[src/hw/rtl/ima_adpcm_nibble_decoder_unit_assert.svh]
// ----------------------------------------------------------------------------
// IMA ADPCM nibble decoder assertion macros
// Concurrent checks on clk_i, disabled while rst_ni is low.
// ----------------------------------------------------------------------------
`ifndef IMA_ADPCM_NIBBLE_DECODER_UNIT_ASSERT_SVH
`define IMA_ADPCM_NIBBLE_DECODER_UNIT_ASSERT_SVH

`ifndef SYNTHESIS

// a holds on every edge out of reset
`define IAD_ASSERT(label, a, msg) \
  label: assert property (@(posedge clk_i) disable iff (!rst_ni) (a)) else $error(msg);

// a implies b on the same edge
`define IAD_ASSERT_IMPL(label, a, b, msg) \
  label: assert property (@(posedge clk_i) disable iff (!rst_ni) (a) |-> (b)) else $error(msg);

// a implies b on the next edge
`define IAD_ASSERT_NEXT(label, a, b, msg) \
  label: assert property (@(posedge clk_i) disable iff (!rst_ni) (a) |=> (b)) else $error(msg);

`else

`define IAD_ASSERT(label, a, msg)
`define IAD_ASSERT_IMPL(label, a, b, msg)
`define IAD_ASSERT_NEXT(label, a, b, msg)

`endif

`endif

[src/hw/rtl/iad_pkg.sv]
// ----------------------------------------------------------------------------
// IMA ADPCM nibble decoder package
// Types, limits and the step / index tables shared by the decoder files.
// ----------------------------------------------------------------------------
package iad_pkg;

  localparam int unsigned SampleW = 16;
  localparam int unsigned IndexW  = 7;
  localparam int unsigned StepW   = 15;

  localparam logic [IndexW-1:0] MaxIndex = 7'd88;

  // predictor plus or minus difference, wide enough to clip afterwards
  localparam int unsigned SumW = SampleW + 2;
  localparam logic signed [SumW-1:0] PosLimit = 18'sd32767;
  localparam logic signed [SumW-1:0] NegLimit = -18'sd32767;

  typedef enum logic {
    ActHeader = 1'b0,
    ActData   = 1'b1
  } action_e;

  typedef struct packed {
    action_e                    action;
    logic signed [SampleW-1:0]  header_sample;
    logic [IndexW-1:0]          header_index;
    logic [7:0]                 data_byte;
    logic                       final_byte;
  } item_t;

  typedef struct packed {
    logic signed [SampleW-1:0] pred;
    logic [IndexW-1:0]         idx;
  } dec_state_t;

  function automatic logic [StepW-1:0] step_size(input logic [IndexW-1:0] idx);
    logic [StepW-1:0] s;
    case (idx)
      7'd0: s = 15'd7;         7'd1: s = 15'd8;         7'd2: s = 15'd9;
      7'd3: s = 15'd10;        7'd4: s = 15'd11;        7'd5: s = 15'd12;
      7'd6: s = 15'd13;        7'd7: s = 15'd14;        7'd8: s = 15'd16;
      7'd9: s = 15'd17;        7'd10: s = 15'd19;       7'd11: s = 15'd21;
      7'd12: s = 15'd23;       7'd13: s = 15'd25;       7'd14: s = 15'd28;
      7'd15: s = 15'd31;       7'd16: s = 15'd34;       7'd17: s = 15'd37;
      7'd18: s = 15'd41;       7'd19: s = 15'd45;       7'd20: s = 15'd50;
      7'd21: s = 15'd55;       7'd22: s = 15'd60;       7'd23: s = 15'd66;
      7'd24: s = 15'd73;       7'd25: s = 15'd80;       7'd26: s = 15'd88;
      7'd27: s = 15'd97;       7'd28: s = 15'd107;      7'd29: s = 15'd118;
      7'd30: s = 15'd130;      7'd31: s = 15'd143;      7'd32: s = 15'd157;
      7'd33: s = 15'd173;      7'd34: s = 15'd190;      7'd35: s = 15'd209;
      7'd36: s = 15'd230;      7'd37: s = 15'd253;      7'd38: s = 15'd279;
      7'd39: s = 15'd307;      7'd40: s = 15'd337;      7'd41: s = 15'd371;
      7'd42: s = 15'd408;      7'd43: s = 15'd449;      7'd44: s = 15'd494;
      7'd45: s = 15'd544;      7'd46: s = 15'd598;      7'd47: s = 15'd658;
      7'd48: s = 15'd724;      7'd49: s = 15'd796;      7'd50: s = 15'd876;
      7'd51: s = 15'd963;      7'd52: s = 15'd1060;     7'd53: s = 15'd1166;
      7'd54: s = 15'd1282;     7'd55: s = 15'd1411;     7'd56: s = 15'd1552;
      7'd57: s = 15'd1707;     7'd58: s = 15'd1878;     7'd59: s = 15'd2066;
      7'd60: s = 15'd2272;     7'd61: s = 15'd2499;     7'd62: s = 15'd2749;
      7'd63: s = 15'd3024;     7'd64: s = 15'd3327;     7'd65: s = 15'd3660;
      7'd66: s = 15'd4026;     7'd67: s = 15'd4428;     7'd68: s = 15'd4871;
      7'd69: s = 15'd5358;     7'd70: s = 15'd5894;     7'd71: s = 15'd6484;
      7'd72: s = 15'd7132;     7'd73: s = 15'd7845;     7'd74: s = 15'd8630;
      7'd75: s = 15'd9493;     7'd76: s = 15'd10442;    7'd77: s = 15'd11487;
      7'd78: s = 15'd12635;    7'd79: s = 15'd13899;    7'd80: s = 15'd15289;
      7'd81: s = 15'd16818;    7'd82: s = 15'd18500;    7'd83: s = 15'd20350;
      7'd84: s = 15'd22385;    7'd85: s = 15'd24623;    7'd86: s = 15'd27086;
      7'd87: s = 15'd29794;
      default: s = 15'd32767;  // index 88; higher indexes never reach the table
    endcase
    return s;
  endfunction

  function automatic logic signed [4:0] index_adjust(input logic [2:0] mag);
    logic signed [4:0] a;
    case (mag)
      3'd4: a = 5'sd2;
      3'd5: a = 5'sd4;
      3'd6: a = 5'sd6;
      3'd7: a = 5'sd8;
      default: a = -5'sd1;
    endcase
    return a;
  endfunction

endpackage

[src/hw/rtl/iad_in_if.sv]
// ----------------------------------------------------------------------------
// IMA ADPCM input channel
// Valid/ready channel carrying one header or data item.
// ----------------------------------------------------------------------------
interface iad_in_if;
  logic                                 valid;
  logic                                 ready;
  iad_pkg::action_e                     action;
  logic signed [iad_pkg::SampleW-1:0]   header_sample;
  logic [iad_pkg::IndexW-1:0]           header_index;
  logic [7:0]                           data_byte;
  logic                                 final_byte;

  modport source (
    output valid, action, header_sample, header_index, data_byte, final_byte,
    input  ready
  );
  modport sink (
    input  valid, action, header_sample, header_index, data_byte, final_byte,
    output ready
  );
endinterface

[src/hw/rtl/iad_out_if.sv]
// ----------------------------------------------------------------------------
// IMA ADPCM output channel
// Valid/ready channel carrying one decoded PCM16 sample.
// ----------------------------------------------------------------------------
interface iad_out_if;
  logic                                 valid;
  logic                                 ready;
  logic signed [iad_pkg::SampleW-1:0]   sample;
  logic                                 last;
  logic                                 sample_end;

  modport source (
    output valid, sample, last, sample_end,
    input  ready
  );
  modport sink (
    input  valid, sample, last, sample_end,
    output ready
  );
endinterface

[src/hw/rtl/iad_decode.sv]
// ----------------------------------------------------------------------------
// IMA ADPCM code step
// Applies one 4-bit code to predictor and step index, with clipping.
// ----------------------------------------------------------------------------
module iad_decode (
  input  iad_pkg::dec_state_t cur_i,
  input  logic [3:0]          code_i,
  output iad_pkg::dec_state_t nxt_o
);

  logic [iad_pkg::StepW-1:0]          step;
  logic [iad_pkg::StepW+1:0]          diff;
  logic signed [iad_pkg::SumW-1:0]    pred_ext;
  logic signed [iad_pkg::SumW-1:0]    diff_ext;
  logic signed [iad_pkg::SumW-1:0]    sum;
  logic signed [4:0]                  adj;
  logic signed [iad_pkg::IndexW+1:0]  idx_sum;

  always_comb begin
    step = iad_pkg::step_size(cur_i.idx);

    // truncated terms, each shifted separately
    diff = {2'b00, step >> 3};
    if (code_i[0]) diff = diff + {2'b00, step >> 2};
    if (code_i[1]) diff = diff + {2'b00, step >> 1};
    if (code_i[2]) diff = diff + {2'b00, step};

    pred_ext = {{(iad_pkg::SumW-iad_pkg::SampleW){cur_i.pred[iad_pkg::SampleW-1]}},
                cur_i.pred};
    diff_ext = $signed({1'b0, diff});

    if (!code_i[3]) begin
      sum = pred_ext + diff_ext;
      if (sum > iad_pkg::PosLimit) sum = iad_pkg::PosLimit;
    end else begin
      sum = pred_ext - diff_ext;
      if (sum < iad_pkg::NegLimit) sum = iad_pkg::NegLimit;
    end
    nxt_o.pred = sum[iad_pkg::SampleW-1:0];

    adj     = iad_pkg::index_adjust(code_i[2:0]);
    idx_sum = $signed({2'b00, cur_i.idx}) + {{(iad_pkg::IndexW-3){adj[4]}}, adj};
    if (idx_sum < 0) begin
      nxt_o.idx = '0;
    end else if (idx_sum > $signed({2'b00, iad_pkg::MaxIndex})) begin
      nxt_o.idx = iad_pkg::MaxIndex;
    end else begin
      nxt_o.idx = idx_sum[iad_pkg::IndexW-1:0];
    end
  end

endmodule

[src/hw/rtl/ima_adpcm_nibble_decoder_unit.sv]
// ----------------------------------------------------------------------------
// IMA ADPCM nibble decoder
// Header items load predictor and step index and emit one sample; data items yield two.
// ----------------------------------------------------------------------------
//  channel | dir | payload                                            | results
//  in_i    | in  | action, header_sample, header_index, data_byte,    | -
//          |     | final_byte                                         |
//  out_o   | out | sample, last, sample_end                           | 1 or 2/item
//
//  A data item goes one nibble per cycle while the output register is free, through
//  the single code-step unit, the second nibble using the first one's state.
//  The next item is taken in the cycle its predecessor issues its last result.
//  Output register stalls hold the item register; no results are dropped.
//  Reset clears predictor, step index and all valid flags.
module ima_adpcm_nibble_decoder_unit (
  input  logic            clk_i,
  input  logic            rst_ni,
  iad_in_if.sink          in_i,
  iad_out_if.source       out_o
);

  `include "ima_adpcm_nibble_decoder_unit_assert.svh"

  iad_pkg::item_t       item_q, item_d;
  logic                 item_valid_q, item_valid_d;
  logic                 phase_q, phase_d;
  iad_pkg::dec_state_t  state_q, state_d;
  iad_pkg::dec_state_t  dec_nxt;

  logic signed [iad_pkg::SampleW-1:0] out_sample_q, out_sample_d;
  logic                 out_last_q, out_last_d;
  logic                 out_end_q, out_end_d;
  logic                 out_valid_q, out_valid_d;

  logic                 out_free;
  logic                 fire;
  logic                 done;
  logic                 in_take;
  logic [3:0]           code;
  logic [iad_pkg::IndexW-1:0] hdr_idx;

  assign out_free = !out_valid_q || out_o.ready;
  assign fire     = item_valid_q && out_free;
  assign done     = fire && ((item_q.action == iad_pkg::ActHeader) || phase_q);
  assign in_i.ready = !item_valid_q || done;
  assign in_take  = in_i.valid && in_i.ready;

  assign code    = phase_q ? item_q.data_byte[7:4] : item_q.data_byte[3:0];
  assign hdr_idx = (item_q.header_index > iad_pkg::MaxIndex) ? iad_pkg::MaxIndex
                                                             : item_q.header_index;

  iad_decode u_decode (
    .cur_i  (state_q),
    .code_i (code),
    .nxt_o  (dec_nxt)
  );

  always_comb begin
    item_d       = item_q;
    item_valid_d = item_valid_q;
    phase_d      = phase_q;
    state_d      = state_q;
    out_sample_d = out_sample_q;
    out_last_d   = out_last_q;
    out_end_d    = out_end_q;
    out_valid_d  = out_valid_q && !out_o.ready;

    if (fire) begin
      out_valid_d = 1'b1;
      if (item_q.action == iad_pkg::ActHeader) begin
        state_d.pred = item_q.header_sample;
        state_d.idx  = hdr_idx;
        out_sample_d = item_q.header_sample;
        out_last_d   = 1'b1;
        out_end_d    = 1'b0;
        phase_d      = 1'b0;
      end else begin
        state_d      = dec_nxt;
        out_sample_d = dec_nxt.pred;
        out_last_d   = phase_q;
        out_end_d    = phase_q && item_q.final_byte;
        phase_d      = !phase_q;
      end
    end

    if (done) item_valid_d = 1'b0;

    if (in_take) begin
      item_valid_d          = 1'b1;
      item_d.action         = in_i.action;
      item_d.header_sample  = in_i.header_sample;
      item_d.header_index   = in_i.header_index;
      item_d.data_byte      = in_i.data_byte;
      item_d.final_byte     = in_i.final_byte;
    end
  end

  always_ff @(posedge clk_i or negedge rst_ni) begin
    if (!rst_ni) begin
      item_valid_q <= 1'b0;
      phase_q      <= 1'b0;
      state_q      <= '0;
      out_valid_q  <= 1'b0;
    end else begin
      item_valid_q <= item_valid_d;
      phase_q      <= phase_d;
      state_q      <= state_d;
      out_valid_q  <= out_valid_d;
    end
  end

  always_ff @(posedge clk_i) begin
    item_q       <= item_d;
    out_sample_q <= out_sample_d;
    out_last_q   <= out_last_d;
    out_end_q    <= out_end_d;
  end

  assign out_o.valid      = out_valid_q;
  assign out_o.sample     = out_sample_q;
  assign out_o.last       = out_last_q;
  assign out_o.sample_end = out_end_q;

  // second nibble pending only for a held data item
  `IAD_ASSERT_IMPL(a_phase_data, phase_q, item_valid_q && (item_q.action == iad_pkg::ActData), "phase set without a data item")
  // an item replaces the held one only when that one finishes
  `IAD_ASSERT_IMPL(a_take_on_done, in_take && item_valid_q, done, "held item overwritten")
  `IAD_ASSERT_IMPL(a_end_is_last, out_valid_q && out_end_q, out_last_q, "sample_end without last")
  `IAD_ASSERT(a_index_range, state_q.idx <= iad_pkg::MaxIndex, "step index above table")
  // first nibble always followed by the second in the next issue
  `IAD_ASSERT_NEXT(a_first_nibble, fire && (item_q.action == iad_pkg::ActData) && !phase_q, phase_q && item_valid_q, "second nibble lost")

endmodule
[src/flat_wrapper.sv]
// flat-port wrapper written by rule: the top's interface ports become plain ports
module ima_adpcm_nibble_decoder_unit_flat 
  (clk_i, rst_ni, in_i_valid, in_i_action, in_i_header_sample, in_i_header_index, in_i_data_byte, in_i_final_byte, in_i_ready, out_o_valid, out_o_sample, out_o_last, out_o_sample_end, out_o_ready);
  iad_in_if in_i_i ();
  iad_out_if out_o_i ();
  input  logic clk_i;
  input  logic rst_ni;
  input wire logic [$bits(in_i_i.valid)-1:0] in_i_valid;
  input wire logic [$bits(in_i_i.action)-1:0] in_i_action;
  input wire logic [$bits(in_i_i.header_sample)-1:0] in_i_header_sample;
  input wire logic [$bits(in_i_i.header_index)-1:0] in_i_header_index;
  input wire logic [$bits(in_i_i.data_byte)-1:0] in_i_data_byte;
  input wire logic [$bits(in_i_i.final_byte)-1:0] in_i_final_byte;
  output wire logic [$bits(in_i_i.ready)-1:0] in_i_ready;
  output wire logic [$bits(out_o_i.valid)-1:0] out_o_valid;
  output wire logic [$bits(out_o_i.sample)-1:0] out_o_sample;
  output wire logic [$bits(out_o_i.last)-1:0] out_o_last;
  output wire logic [$bits(out_o_i.sample_end)-1:0] out_o_sample_end;
  input wire logic [$bits(out_o_i.ready)-1:0] out_o_ready;
  assign in_i_i.valid = in_i_valid;
  assign in_i_i.action = in_i_action;
  assign in_i_i.header_sample = in_i_header_sample;
  assign in_i_i.header_index = in_i_header_index;
  assign in_i_i.data_byte = in_i_data_byte;
  assign in_i_i.final_byte = in_i_final_byte;
  assign in_i_ready = in_i_i.ready;
  assign out_o_valid = out_o_i.valid;
  assign out_o_sample = out_o_i.sample;
  assign out_o_last = out_o_i.last;
  assign out_o_sample_end = out_o_i.sample_end;
  assign out_o_i.ready = out_o_ready;
  ima_adpcm_nibble_decoder_unit u_core (.clk_i(clk_i), .rst_ni(rst_ni), .in_i(in_i_i), .out_o(out_o_i));
endmodule
[config.mk]
export PLATFORM = sky130hd
export DESIGN_NAME = ima_adpcm_nibble_decoder_unit_flat
export DESIGN_NICKNAME = d
export VERILOG_FILES = /design/src/hw/rtl/iad_pkg.sv /design/src/hw/rtl/iad_in_if.sv /design/src/hw/rtl/iad_out_if.sv /design/src/hw/rtl/iad_decode.sv /design/src/hw/rtl/ima_adpcm_nibble_decoder_unit.sv /design/src/flat_wrapper.sv
export VERILOG_INCLUDE_DIRS = /design/src /design/src/hw/rtl
export SDC_FILE = /design/constraint.sdc
export NUM_CORES = 1
export LEC_CHECK = 0
export BUFFER_PORTS_ARGS = -buffer_cell sky130_fd_sc_hd__buf_2
export CAP_MARGIN = 20
export CORE_MARGIN = 5
export CORE_UTILIZATION = 35
export CTS_BUF_LIST = sky130_fd_sc_hd__clkbuf_4
export DETAILED_ROUTE_END_ITERATION = 12
export GPL_TIMING_DRIVEN = 0
export PLACE_DENSITY = 0.57
export SLEW_MARGIN = 10
export SYNTH_ARGS = -nofsm -noshare
export SYNTH_HDL_FRONTEND = slang
export SYNTH_SLANG_ARGS = --single-unit
[constraint.sdc]
create_clock -name clk_i -period 27.4 [get_ports clk_i]
set_clock_uncertainty 0.2 [all_clocks]
set_input_delay 2.74 -clock clk_i [delete_from_list [all_inputs] [get_ports clk_i]]
set_output_delay 2.74 -clock clk_i [all_outputs]
set_load 0.005 [all_outputs]
# [After elaboration in Yosys (flattened, before gate mapping)]
# Memories as Yosys holds them, arrays and structs flattened.
# Cells that the tools add are included.
[totals] regBits=77 rom_bits=1920 in_bits=37 out_inout_bits=20 word_cells=60 memories=1
[mem_list] memory="(name not given)" words=128 word_bits=15 read_ports=1 rd_ports_with_merged_regs=0 wr=0 line="iad_pkg.sv:38" rtl="case (idx)"
[classes] add_sub_neg=6 magnitude_cmp=5 eq_ne=4 muxes=17 n_bitwise=1 reduce_logical=13
[ops] cell="16-bit two-way mux" n=4
[ops] cell="17-bit two-way mux" n=2
[ops] cell="23-bit two-way mux" n=1
[ops] cell="7-bit two-way mux" n=3
[ops] cell="5-bit one-hot mux with 4 select lines" n=1
[ops] cell="16-bit by 18-bit adder with 18-bit output" n=1
[ops] cell="18-bit by 16-bit greater-than comparator with 1-bit output, second input constant" n=1
[ops] cell="18-bit by 16-bit < comparator with 1-bit output, second input constant" n=1
[ops] cell="16-bit by 18-bit subtractor with 18-bit output" n=1
[ops] cell="17-bit by 14-bit adder with 17-bit output" n=1
[ops] cell="17-bit by 15-bit adder with 17-bit output" n=1
[ops] cell="12-bit by 13-bit adder with 14-bit output" n=1
[ops] cell="14-bit two-way mux" n=1
[ops] cell="3-bit equality test, second input constant" n=4
[ops] cell="8-bit by 5-bit adder with 9-bit output" n=1
[ops] cell="9-bit by 8-bit greater-than comparator with 1-bit output, second input constant" n=1
[ops] cell="9-bit by 1-bit < comparator with 1-bit output, second input constant" n=1
[ops] cell="7-bit greater-than comparator, second input constant" n=1
[ops] cell="1-bit logical AND" n=5
[ops] cell="1-bit logical NOT" n=4
[ops] cell="1-bit two-way mux" n=4
[ops] cell="4-bit two-way mux" n=1
[ops] cell="1-bit logical OR" n=3
[ops] cell="2-bit nonzero test" n=1
[ops] cell="1-bit inverter" n=1

# [Longest topological paths before layout]
# An unclocked memory read counts as a cell.
[depth] word_depth=12 ltp_mapped=48

# [Modules after synthesis]
# A second synthesis with hierarchy kept.
[unflattened] hier_cells=1157 area_unflattened_um2=9853.2
[by_module_without_submodules] mod="iad_decode" n_inst=1 cells_per_inst=1000 area_each_um2=6895.4 seq_area_each_um2=0.0
[by_module_without_submodules] mod="ima_adpcm_nibble_decoder_unit" n_inst=1 cells_per_inst=157 area_each_um2=2957.8 seq_area_each_um2=2182.1

# [Least setup slack after synthesis]
# Ideal clock, no wire load.
[synth_path] path_type="register to register" start="register u_core.state_q[0] (netlist name)" end="register u_core.out_sample_q (netlist bit u_core.out_o.sample[13]) (data pin)" arrival_ns=9.096 setup_slack_ns=17.849 path_stages_with_launch=44 path_buffers=4 path_cell_list="dfrtp_1 -> clkbuf_1 -> inv_1 -> ha_1 -> clkbuf_1 -> inv_1 -> a21o_1 -> mux4_2 -> a21oi_1 -> o22a_1 -> ha_1 -> inv_1 -> fa_1 -> nor2b_1 -> o21ai_0 -> a21boi_0 -> o21a_1 -> o21ai_0 -> [... 8 more ...] -> o21ai_0 -> o31ai_1 -> o41ai_1 -> o21ai_0 -> xor2_1 -> mux2_2 -> ha_1 -> clkbuf_1 -> a21o_1 -> a21oi_1 -> and3_1 -> a221o_1 -> a311oi_1 -> a2bb2oi_1 -> o21a_2 -> buf_4 -> o221ai_1 -> o21a_1"
[synth_via] elab_chain_len=12
[synth_lines] element="start: declaration" line="ima_adpcm_nibble_decoder_unit.sv:27" rtl="iad_pkg::dec_state_t state_q, state_d;"
[synth_lines] element="start signal: assignment" line="ima_adpcm_nibble_decoder_unit.sv:107" rtl="state_q <= state_d;"
[synth_lines] element="memory 128 x 15 bit *"
[synth_lines] element="12-bit by 13-bit adder with 14-bit output" line="iad_decode.sv:24" rtl="if (code_i[0]) diff = diff + {2'b00, step >> 2};"
[synth_lines] element="14-bit two-way mux" line="iad_decode.sv:24"
[synth_lines] element="17-bit by 14-bit adder with 17-bit output" line="iad_decode.sv:25" rtl="if (code_i[1]) diff = diff + {2'b00, step >> 1};"
[synth_lines] element="17-bit two-way mux" line="iad_decode.sv:25"
[synth_lines] element="17-bit by 15-bit adder with 17-bit output" line="iad_decode.sv:26" rtl="if (code_i[2]) diff = diff + {2'b00, step};"
[synth_lines] element="17-bit two-way mux *" line="iad_decode.sv:26"
[synth_lines] element="16-bit by 18-bit adder with 18-bit output / 16-bit by 18-bit subtractor with 18-bit output (equally long branches)" line="iad_decode.sv:33, iad_decode.sv:36"
[synth_lines] element="18-bit by 16-bit greater-than comparator with 1-bit output / 18-bit by 16-bit < comparator with 1-bit output (equally long branches)" line="iad_decode.sv:34, iad_decode.sv:37"
[synth_lines] element="16-bit two-way mux (on tied branches)" line="iad_decode.sv:34, iad_decode.sv:37"
[synth_lines] element="16-bit two-way mux *" line="iad_decode.sv:32" rtl="if (!code_i[3]) begin"
[synth_lines] element="16-bit two-way mux *" line="ima_adpcm_nibble_decoder_unit.sv:70" rtl="if (item_q.action == iad_pkg::ActHeader) begin"
[synth_lines] element="end signal: assignment" line="ima_adpcm_nibble_decoder_unit.sv:114" rtl="out_sample_q <= out_sample_d;"
[synth_lines] element="end: declaration" line="ima_adpcm_nibble_decoder_unit.sv:30" rtl="logic signed [iad_pkg::SampleW-1:0] out_sample_q, out_sample_d;"
# Every way passes the cells marked *; elsewhere a longest branch is shown, timed or not.
# A chain may end at the register's enable or synchronous reset.

# [Final worst setup path]
[layout_path] start="register u_core.state_q[0] (netlist name)" end="register u_core.out_sample_q (netlist bit u_core.out_o.sample[8]) (data pin)"
# Same word-level chain as after synthesis.

==> flow_summary.toml <==
[floorplanning]
core-area_um2 = 26000
rows = 59
pin_count = 57
die_area_um2 = 29700
die_w_um = 172
die_height_um = 172
start_util_pct = 35.4

[clocking]
post_cts_resized = 0
clock_latency_ns = 0.43
cts.sinks = 77
cts_made_buffers = 9
cts_setup_buffers = 0
cts-root-buf = "clkbuf_4"
cts_tree = "yes"
ctsHoldBuffers = 0
cts.htree.levels = 3
clock_path_buffers = 2
clk_pin_slew_ns = 0.14

[setup_path]
cp_common_cell = "ha_1"
critPathMaxFanout = 10
max_stage_delay_ns = 0.55
cp_data_required_time_ns = 27.37
criticalPathCategory = "reg2reg"
cp.arrival_ns = 12.11
cp_slowest_cell = "dfrtp_1"
critPathCaptureType = "flop"
cp-start-kind = "flop"

[global_routing]
busiest_layer = "met2"
grt_pass1_wl_mm = 45.8
antenna_found_initial = 1
grt_pass1_vias = 8444
use_met3_pct = 1.44
use_met1_pct = 26.7
grt_max_degree = 34
gr-total-overflow = 0
globalRouteTotalUtil_pct = 19.2
groute.layer.met2.usage_pct = 32.3

[yosys]
async_reset_ff_share_pct = 33.8
postSynthNetCount = 1263
synth.avg_cell_area_um2 = 8.21
ys_seq_area_share_pct = 23.7
synth_cell_types = 88
synth_seq_cells = 77
synthCells = 1122
synthesis.area_um2 = 9210
ys_warn_count = 0
synthFlopType = "edfxtp_1"
synth_edf_count = 51

[sta]
finalMaxSlewViolations = 0
setup_violations = 0
rsz0062_at_grt = "false"
timing.final.ws_setup_ns = 15.27
hold_violations = 0
max_slew_margin_pct = 38.3
min_period_ns = 12.13
tightest_slew_ns = 0.911
fin_crit_sh_pct = 44.3
whs_ns = 0.314
max_freq_mhz = 82.4
setup_tns_ns = 0

[route]
post_drt_wl_per_cell_um = 18.5
dr.first_iter.drc_count = 718
dr_total_vias = 8601
drc = 0
ant_nets = 0
dr.pass1.iters = 5
via_per_inst = 5.62
routed_wl_mm = 28.4

[layout]
layout-drive-gt1-share_pct = 11.7
area.growth.synth_to_final_pct = 9.31
nets = 1330

[job]
drv_cap = 0

[worst_hold_path]
hold_path.class = "reg2reg"

[placement]
dp_hpwl_mm = 22.5
dpl_worst_slack_ns = 15.51
io_buffers = 56
gp_congestion = 0.987

[outcome]
status = "finished clean"
==> worst max-delay path: cells and delay by family, from the launching register on <==
family,cells,cell delay (ns)
DFF,1,0.55
AOI/OAI and AO/OA,22,5.37
and+or+nand+nor,5,0.92
buffers and inverters,7,2.06
adders and majority gates,6,1.83
muxes,2,0.73
xor gates and xnor gates,1,0.20
==> cells in the final DEF (no fill, tap or decap), types with 24 or more instances in the layout <==
cell	n
mux2_2	24
inv_1	63
edfxtp_1	51
nor3_1	24
a21o_1	29
a21oi_1	100
nand2_1	89
dfrtp_1	26
clkbuf_1	43
o21a_1	25
xnor2_1	41
o21ai_0	78
buf_2	60
ha_1	98
nor2_1	98
==> registers in the layout (all words and copies together), names as in the netlist <==
register                 cells
u_core.item_q               33
u_core.item_valid_q          1
u_core.out_o.last            1
u_core.out_o.sample         16
u_core.out_o.sample_end      1
u_core.out_o.valid           1
u_core.phase_q               1
u_core.state_q              23
==> metrics by stage <==
step                      cells  utilization (%)  instance area [um2]
after floorplan            1122                -                 9210
after global placement     1513             38.1                 9910
after detailed placement   1513             38.2                 9920
after CTS                  1529             38.7                10100
after global routing       1530             38.7                10100
final                      1530             38.7                10100
==> final cells by class <==
cell class,instances,area [um2]
Timing Repair Buffer,56,280
Antenna cell,1,2.50
Buffer,65,277
Sequential cell,77,2180
Fill cell,2729,15900
Tap cell,335,419
Inverter,66,248
Clock inverter,6,70.1
Clock buffer,10,75.1
Multi-Input combinational cell,914,6510
==> Yosys cell counts (10+ instances only) <==
cell type	number	share of area [%]
a211oi_1	16	1.3
mux2i_1	21	2.3
nor2b_1	16	1.1
o21a_1	25	2.0
clkbuf_1	44	1.8
buf_1	10	0.41
and3_1	10	0.68
nor2_1	98	4.0
edfxtp_1	51	17
nand2_1	89	3.6
xnor2_1	41	3.9
o31ai_1	16	1.3
a21o_1	29	2.4
dfrtp_1	26	7.1
nor3_1	24	1.3
inv_1	63	2.6
xor2_1	13	1.2
o21ai_0	78	4.2
nand2b_1	17	1.2
a31oi_1	21	1.4
ha_1	98	13
o211ai_1	10	0.82
nand3_1	15	0.82
a21oi_1	100	5.4
mux2_2	24	2.9
==> metal layers <==
metal  wire length, um  share of wire [%]
met3              1290                4.5
met2             13100                 46
met1             13300                 47
met4               667                2.4
met5                 0                  0
==> kinds of logic (layout without fill, tap and decap cells) <==
family,Yosys count,count (layout),share of synthesized area [%]
other,0,1,0
adder cells (fa/ha/maj),104,104,14.6
multiplexers,48,48,5.87
AND/OR/NAND/NOR,311,311,16.2
buffers and inverters,131,203,5.68
flip-flops,77,77,23.7
XOR/XNOR,54,54,5.14
AO/OA/AOI/OAI,397,397,28.8
==> final timing paths <==
check	from	to	slack, ns	cells past startpoint
worst min-delay path	u_core.item_valid_q$_DFFE_PN0P_	u_core.out_o.valid$_DFF_PN0_	0.31	1
min in group asynchronous	rst_ni	u_core.state_q[22]$_DFFE_PN0P_	2.11	1
worst max register to register	u_core.state_q[0]$_DFFE_PN0P_	u_core.out_o.sample[8]$_DFFE_PP_	15.27	43
max in group asynchronous	rst_ni	u_core.state_q[11]$_DFFE_PN0P_	24.43	1
worst max-delay path	u_core.state_q[0]$_DFFE_PN0P_	u_core.out_o.sample[8]$_DFFE_PP_	15.27	43
worst min register to register	u_core.item_valid_q$_DFFE_PN0P_	u_core.out_o.valid$_DFF_PN0_	0.31	1
Power is not shown: default switching activity piles up to over one toggle a cycle in this logic, so the estimate is an artifact.
